$ cat src/hw/rtl/wsfb_pkg.sv
`timescale 1ns / 1ps

package wsfb_pkg;

  localparam int HDR_MAX = 14;
  localparam int HDR_CNT_W = 4;

  localparam logic [HDR_CNT_W-1:0] HDR_LEN_SHORT = 4'd6;
  localparam logic [HDR_CNT_W-1:0] HDR_LEN_MID   = 4'd8;
  localparam logic [HDR_CNT_W-1:0] HDR_LEN_LONG  = 4'd14;

  localparam logic [7:0] LEN16_CODE = 8'd126;
  localparam logic [7:0] LEN64_CODE = 8'd127;
  localparam logic [7:0] BYTE_MASK  = 8'hFF;
  localparam logic [7:0] FLAG_BIT   = 8'h80;

  typedef enum logic {
    OP_START = 1'b0,
    OP_DATA  = 1'b1
  } op_t;

  typedef logic [7:0] byte_t;

endpackage

$ cat src/hw/rtl/websocket_frame_builder.sv
`timescale 1ns / 1ps
// A payload word appears on the output in the cycle after it is accepted.
// A start word fills a header buffer; its 6, 8 or 14 header words follow one per
// cycle while the output is not stalled, and the input stalls until the buffer drains.
// Payload words are taken one per cycle while the output is not stalled.
// Reset: synchronous active-low rst_n clears frame state and empties all stages.
module websocket_frame_builder (
  input  logic        clk,
  input  logic        rst_n,
  input  logic        in_valid,
  output logic        in_stall,
  input  logic        in_opcode,
  input  logic [63:0] in_frame_length,
  input  logic [3:0]  in_frame_kind,
  input  logic [31:0] in_mask_key,
  input  logic [7:0]  in_data_byte,
  output logic        out_valid,
  input  logic        out_stall,
  output logic [7:0]  out_byte,
  output logic        out_frame_end
);

  wsfb_pkg::byte_t                     hdr_r   [wsfb_pkg::HDR_MAX];
  wsfb_pkg::byte_t                     hdr_nxt [wsfb_pkg::HDR_MAX];
  logic [wsfb_pkg::HDR_CNT_W-1:0]      hdr_cnt_r, hdr_cnt_nxt;
  logic                                hdr_end_r, hdr_end_nxt;

  logic [63:0] bytes_left_r, bytes_left_nxt;
  logic [31:0] key_r, key_nxt;
  logic [1:0]  phase_r, phase_nxt;
  logic        frame_open_r, frame_open_nxt;

  logic        out_valid_r, out_valid_nxt;
  logic [7:0]  out_byte_r, out_byte_nxt;
  logic        out_end_r, out_end_nxt;

  logic        out_free;
  logic        in_acc;
  logic        is_start;
  logic        hdr_busy;
  logic [1:0]  key_sel;
  logic [7:0]  key_byte;

  assign hdr_busy = (hdr_cnt_r != '0);
  assign out_free = !out_valid_r || !out_stall;
  assign in_stall = hdr_busy || !out_free;
  assign in_acc   = in_valid && !in_stall;
  assign is_start = (in_opcode == wsfb_pkg::OP_START);
  assign key_sel  = 2'd3 - phase_r;
  assign key_byte = key_r[{key_sel, 3'b000} +: 8];

  always_comb begin
    hdr_nxt        = hdr_r;
    hdr_cnt_nxt    = hdr_cnt_r;
    hdr_end_nxt    = hdr_end_r;
    bytes_left_nxt = bytes_left_r;
    key_nxt        = key_r;
    phase_nxt      = phase_r;
    frame_open_nxt = frame_open_r;
    out_valid_nxt  = out_valid_r;
    out_byte_nxt   = out_byte_r;
    out_end_nxt    = out_end_r;

    if (in_acc && is_start) begin
      for (int i = 0; i < wsfb_pkg::HDR_MAX; i++) hdr_nxt[i] = '0;
      hdr_nxt[0] = wsfb_pkg::FLAG_BIT | {4'b0000, in_frame_kind};
      if (in_frame_length < {56'd0, wsfb_pkg::LEN16_CODE}) begin
        hdr_nxt[1] = wsfb_pkg::FLAG_BIT | {1'b0, in_frame_length[6:0]};
        for (int k = 0; k < 4; k++) hdr_nxt[2 + k] = in_mask_key[31 - 8*k -: 8];
        hdr_cnt_nxt = wsfb_pkg::HDR_LEN_SHORT;
      end else if (in_frame_length[63:16] == '0) begin
        hdr_nxt[1] = wsfb_pkg::FLAG_BIT | wsfb_pkg::LEN16_CODE;
        hdr_nxt[2] = in_frame_length[15:8];
        hdr_nxt[3] = in_frame_length[7:0];
        for (int k = 0; k < 4; k++) hdr_nxt[4 + k] = in_mask_key[31 - 8*k -: 8];
        hdr_cnt_nxt = wsfb_pkg::HDR_LEN_MID;
      end else begin
        hdr_nxt[1] = wsfb_pkg::FLAG_BIT | wsfb_pkg::LEN64_CODE;
        for (int k = 0; k < 8; k++) hdr_nxt[2 + k] = in_frame_length[63 - 8*k -: 8];
        for (int k = 0; k < 4; k++) hdr_nxt[10 + k] = in_mask_key[31 - 8*k -: 8];
        hdr_cnt_nxt = wsfb_pkg::HDR_LEN_LONG;
      end
      hdr_end_nxt    = (in_frame_length == '0);
      key_nxt        = in_mask_key;
      phase_nxt      = '0;
      bytes_left_nxt = in_frame_length;
      frame_open_nxt = (in_frame_length != '0);
    end else if (out_free && hdr_busy) begin
      for (int i = 0; i < wsfb_pkg::HDR_MAX - 1; i++) hdr_nxt[i] = hdr_r[i + 1];
      hdr_cnt_nxt = hdr_cnt_r - 1'b1;
    end

    if (out_free) begin
      if (hdr_busy) begin
        out_valid_nxt = 1'b1;
        out_byte_nxt  = hdr_r[0];
        out_end_nxt   = hdr_end_r && (hdr_cnt_r == {{(wsfb_pkg::HDR_CNT_W-1){1'b0}}, 1'b1});
      end else if (in_acc && !is_start && frame_open_r) begin
        out_valid_nxt  = 1'b1;
        out_byte_nxt   = (in_data_byte ^ key_byte) & wsfb_pkg::BYTE_MASK;
        out_end_nxt    = (bytes_left_r == 64'd1);
        bytes_left_nxt = bytes_left_r - 64'd1;
        phase_nxt      = phase_r + 2'd1;
        if (bytes_left_r == 64'd1) begin
          frame_open_nxt = 1'b0;
        end
      end else begin
        out_valid_nxt = 1'b0;
      end
    end
  end

  always_ff @(posedge clk) begin
    if (!rst_n) begin
      hdr_cnt_r    <= '0;
      hdr_end_r    <= 1'b0;
      bytes_left_r <= '0;
      key_r        <= '0;
      phase_r      <= '0;
      frame_open_r <= 1'b0;
      out_valid_r  <= 1'b0;
    end else begin
      hdr_cnt_r    <= hdr_cnt_nxt;
      hdr_end_r    <= hdr_end_nxt;
      bytes_left_r <= bytes_left_nxt;
      key_r        <= key_nxt;
      phase_r      <= phase_nxt;
      frame_open_r <= frame_open_nxt;
      out_valid_r  <= out_valid_nxt;
    end
    hdr_r      <= hdr_nxt;
    out_byte_r <= out_byte_nxt;
    out_end_r  <= out_end_nxt;
  end

  assign out_valid     = out_valid_r;
  assign out_byte      = out_byte_r;
  assign out_frame_end = out_end_r;

`ifndef SYNTHESIS
  a_hdr_blocks_input: assert property (@(posedge clk) disable iff (!rst_n)
    hdr_busy |-> in_stall)
    else $error("input taken while header drains");

  a_closed_frame_empty: assert property (@(posedge clk) disable iff (!rst_n)
    !frame_open_r |-> (bytes_left_r == '0))
    else $error("closed frame still counts payload");

  a_hdr_cnt_range: assert property (@(posedge clk) disable iff (!rst_n)
    hdr_cnt_r <= wsfb_pkg::HDR_LEN_LONG)
    else $error("header count out of range");

  a_empty_start: assert property (@(posedge clk) disable iff (!rst_n)
    (in_acc && is_start && (in_frame_length == '0)) |=> (!frame_open_r && hdr_end_r))
    else $error("empty frame left open");
`endif

endmodule

$ cat config.mk
export PLATFORM = sky130hd
export DESIGN_NAME = websocket_frame_builder
export DESIGN_NICKNAME = d
export VERILOG_FILES = /design/src/hw/rtl/wsfb_pkg.sv /design/src/hw/rtl/websocket_frame_builder.sv
export SDC_FILE = /design/constraint.sdc
export NUM_CORES = 1
export LEC_CHECK = 0
export ABC_AREA = 1
export CAP_MARGIN = 30
export CORE_UTILIZATION = 40
export CTS_BUF_LIST = sky130_fd_sc_hd__clkbuf_16
export CTS_CLUSTER_SIZE = 24
export DETAILED_ROUTE_END_ITERATION = 6
export DONT_BUFFER_PORTS = 1
export PLACE_DENSITY = 0.63
export SLEW_MARGIN = 20
export SYNTH_ARGS = -nofsm -noshare
export SYNTH_HDL_FRONTEND = slang
export SYNTH_SLANG_ARGS = --single-unit
$ cat constraint.sdc
create_clock -name clk -period 6.68 [get_ports clk]
set_input_delay 0 -clock clk [delete_from_list [all_inputs] [get_ports clk]]
set_output_delay 0 -clock clk [all_outputs]
set_load 0.02 [all_outputs]
==> flow_summary.json <==
{
  "status": "finished, violations left",
  "violations": "design-rule violations",
  "maxCapViolations": 0,
  "power-per-cell-area_nw_per_um2": 457,
  "finClkSkew_ns": 0.0249,
  "die_area_um2": 32300,
  "die_y_um": 180,
  "synth_top_area_cell": "edfxtp_1",
  "core_um2": 30800,
  "switching_share_pct": 41.9,
  "synth.area.top_cells": "edfxtp_1 (28%), dfxtp_1 (17%), nand2_1 (15%)",
  "rsz0062_at_grt": "no",
  "path_buf_inv": 4,
  "synth_ff_type": "edfxtp_1",
  "hold-path-cell-count": 3,
  "placed_area_um2": 12800,
  "cpPeakStageDelay_ns": 0.66,
  "p_switching_mw": 2.88,
  "antenna_found_initial": 2,
  "fmaxAchievable_ghz": 0.278,
  "synth.avg_cell_area_um2": 7.11,
  "ys_top_cells_by_count": "nand2_1 (504), nor2_1 (314), inv_1 (159), nand3_1 (121), edfxtp_1 (117)",
  "path_clk_slew_ns": 0.06,
  "crit_arrival_ns": 4.08,
  "first_pass_iters": 7,
  "setup_viol": 0,
  "critPathSlowestCell": "buf_4",
  "dieWidth_um": 180,
  "gp_congestion": 0.935,
  "fin_crit_ns": 3.60,
  "worst_pin_slew_ns": 0.917,
  "ys_seq_elements": 226,
  "layout-area-overhead-vs-synth_pct": 18.9,
  "ys_seq_area_share_pct": 45.0,
  "start_util_pct": 41.0,
  "cts_tree": "yes",
  "cts_setup_buffers": 0,
  "via_count": 12758,
  "worst-path-max-fanout": 77,
  "path_class": "reg2reg",
  "initialDrtViolationCount": 1681,
  "dp_hpwl_um": 33600,
  "r2r_slack_ns": 3.08,
  "port_buffers": 0,
  "synth_most_common_cell": "nand2_1",
  "rows": 64,
  "hold_path_class": "in2reg",
  "synth_enable_flop_cells": 117,
  "cp.required_ns": 7.16,
  "r2r_start": "hdr_cnt_r[0]",
  "ctsHoldBuffers": 122,
  "crit_chain": "inv_1 -> ha_1 -> nand2_2 -> nor2_4 -> nand2_4 -> nor2_4 -> buf_4 -> nand4_1 -> dlygate4sd3_1 -> nor2_1 -> nand2_1 -> dlygate4sd3_1 -> nand2_1",
  "post-route-cell-area_um2": 15000,
  "fillers": 3085,
  "whs_endpoint": "out_valid",
  "grt_pass1_wl_um": 70800,
  "drt-total-wl_um": 47400,
  "fin_tns_setup_ns": 0,
  "clockRootBuffer": "clkbuf_16",
  "slew_headroom_pct": 38.9,
  "hp-start": "in_opcode",
  "netlist_area_um2": 12700,
  "avgRoutedWirePerCell_um": 20.8,
  "post-route-drc-count": 27,
  "p_leak_nw": 6.51,
  "yosysTopAreaCellShare_pct": 27.8,
  "rr_worst_depth": 13,
  "grt_usage_pct": 28.7,
  "period_share_pct": 53.9,
  "start_kind": "flip-flop",
  "vias_per_cell": 5.58,
  "report.final.slew_viol_count": 0,
  "netlist_instances": 1780,
  "fin_nets": 1982,
  "synth-async-reset-ratio_pct": 0,
  "yosys_warnings": 0,
  "grt.overflow.total": 0,
  "cts_resized": 0,
  "internal-power_mw": 4.00,
  "r2r-end": "hdr_end_r",
  "critPathCaptureType": "flip-flop",
  "peakVddDrop_mv": 0.189,
  "combPwrFrac_pct": 41.2,
  "grt_pass1_vias": 11775,
  "syn-num-nets": 1897,
  "critPathTopFamily": "buffers and inverters",
  "drive_gt1_share_pct": 3.71,
  "ant_nets": 0,
  "power_frac_seq_pct": 35.3,
  "finalHoldViolCount": 0,
  "cts_max_level": 1,
  "cts_buffers": 27,
  "ys_types": 35,
  "cts_sinks": 226,
  "clk_latency_ns": 0.56,
  "ios": 124,
  "grt_max_degree": 114,
  "clock_power_share_pct": 23.5,
  "cts.path.max_buffers": 3
}
## cell families after synthesis
group	after synthesis	synth area share, %
simple gates	1003	32.3
compound gates	288	12.8
buf+inv	239	8.09
flops	226	45.0
xor+xnor	20	1.38
fa+ha+maj	4	0.396
## power by group through the flow
stage / sequential (mW) / combinational [mW] / clock [mW]
final: 2.43 / 2.83 / 1.62
after global routing: 2.47 / 3.12 / 1.68
after CTS: 2.42 / 2.77 / 1.63
after detailed placement: 2.44 / 2.66 / 0
after global placement: 2.44 / 2.61 / 0
after floorplan: 2.39 / 1.93 / 0
## layout by cell type, fill, tap and decap left out, types with 14 or more instances in the layout
master,netlist,layout
dlygate4sd3_1,0,121
nor3_1,17,17
a21oi_1,86,86
nand3_1,121,121
nand4_1,23,23
o211ai_1,45,45
inv_1,159,167
edfxtp_1,117,117
clkbuf_16,0,27
nor2_1,314,314
a21boi_0,14,14
dfxtp_1,109,109
o21ai_1,28,28
nand2_1,504,503
o21ai_0,99,99
## metrics by stage
| step | hold slack [ns] | setup WS [ns] | utilization, % | std cells | power [mW] |
|---|---|---|---|---|---|
| 2_1_floorplan | 0.158 | 2.72 | - | 1780 | 4.32 |
| 3_3_place_gp | 0.116 | 3.19 | 41.6 | 2110 | 5.05 |
| 3_5_place_dp | 0.118 | 3.16 | 41.6 | 2110 | 5.10 |
| 4_1_cts | 0.0977 | 3.09 | 48.8 | 2282 | 6.81 |
| 6_report | 0.107 | 3.08 | 48.8 | 2285 | 6.88 |
| 5_1_grt | 0.151 | 2.74 | 48.8 | 2282 | 7.27 |
## layout make-up
class	instances	area (um^2)	share of cell area, %
well taps	396	495	3.29
clock inverters	23	288	1.91
repair buffers	133	1320	8.78
clock buffers	27	676	4.49
multi-input cells	1315	5950	39.6
inverters	162	608	4.04
flip-flops and latches	226	5700	37.9
diodes	3	7.51	0.0499
## metal layers
layer  wire length (um)  part of all wire, %  global-route usage, %  up-vias
li1                   -                    -                      -     6025
met1              20600                   43                   41.6     5989
met2              20100                   42                   42.5      661
met3               5490                   12                   6.46       81
met4               1270                  2.7                   8.03        2
met5                 13                0.027                      0        -
## how the worst max path moves through the flow
stage	slack, ns	endpoint	start	cells after the start
finish	3.08	hdr_end_r	hdr_cnt_r[0]	13
CTS	3.09	hdr_end_r	hdr_cnt_r[0]	13
global placement	3.19	hdr_r[9]	hdr_cnt_r[0]	9
global route	2.74	hdr_end_r	hdr_cnt_r[0]	13
floorplan	2.72	hdr_r[100]	hdr_cnt_r[0]	10
detailed placement	3.16	hdr_r[50]	hdr_cnt_r[0]	9
## worst reg2reg max path: stages, from the launching register on
cell and delay (ns):
dfxtp_1 0.33, inv_1 0.09, ha_1 0.24, nand2_2 0.24
nor2_4 0.19, nand2_4 0.09, nor2_4 0.09, buf_4 0.66
nand4_1 0.16, dlygate4sd3_1 0.61, nor2_1 0.18, nand2_1 0.07
dlygate4sd3_1 0.55, nand2_1 0.05
## flip-flops by register name (all words and copies together), names as in the netlist
name and flops:
bytes_left_r 64, phase_r 2, hdr_end_r 1, out_valid 1
frame_open_r 1, hdr_r 112, hdr_cnt_r 4, key_r 32
out_byte 8, out_frame_end 1
Power figures use the tool's default switching activity.
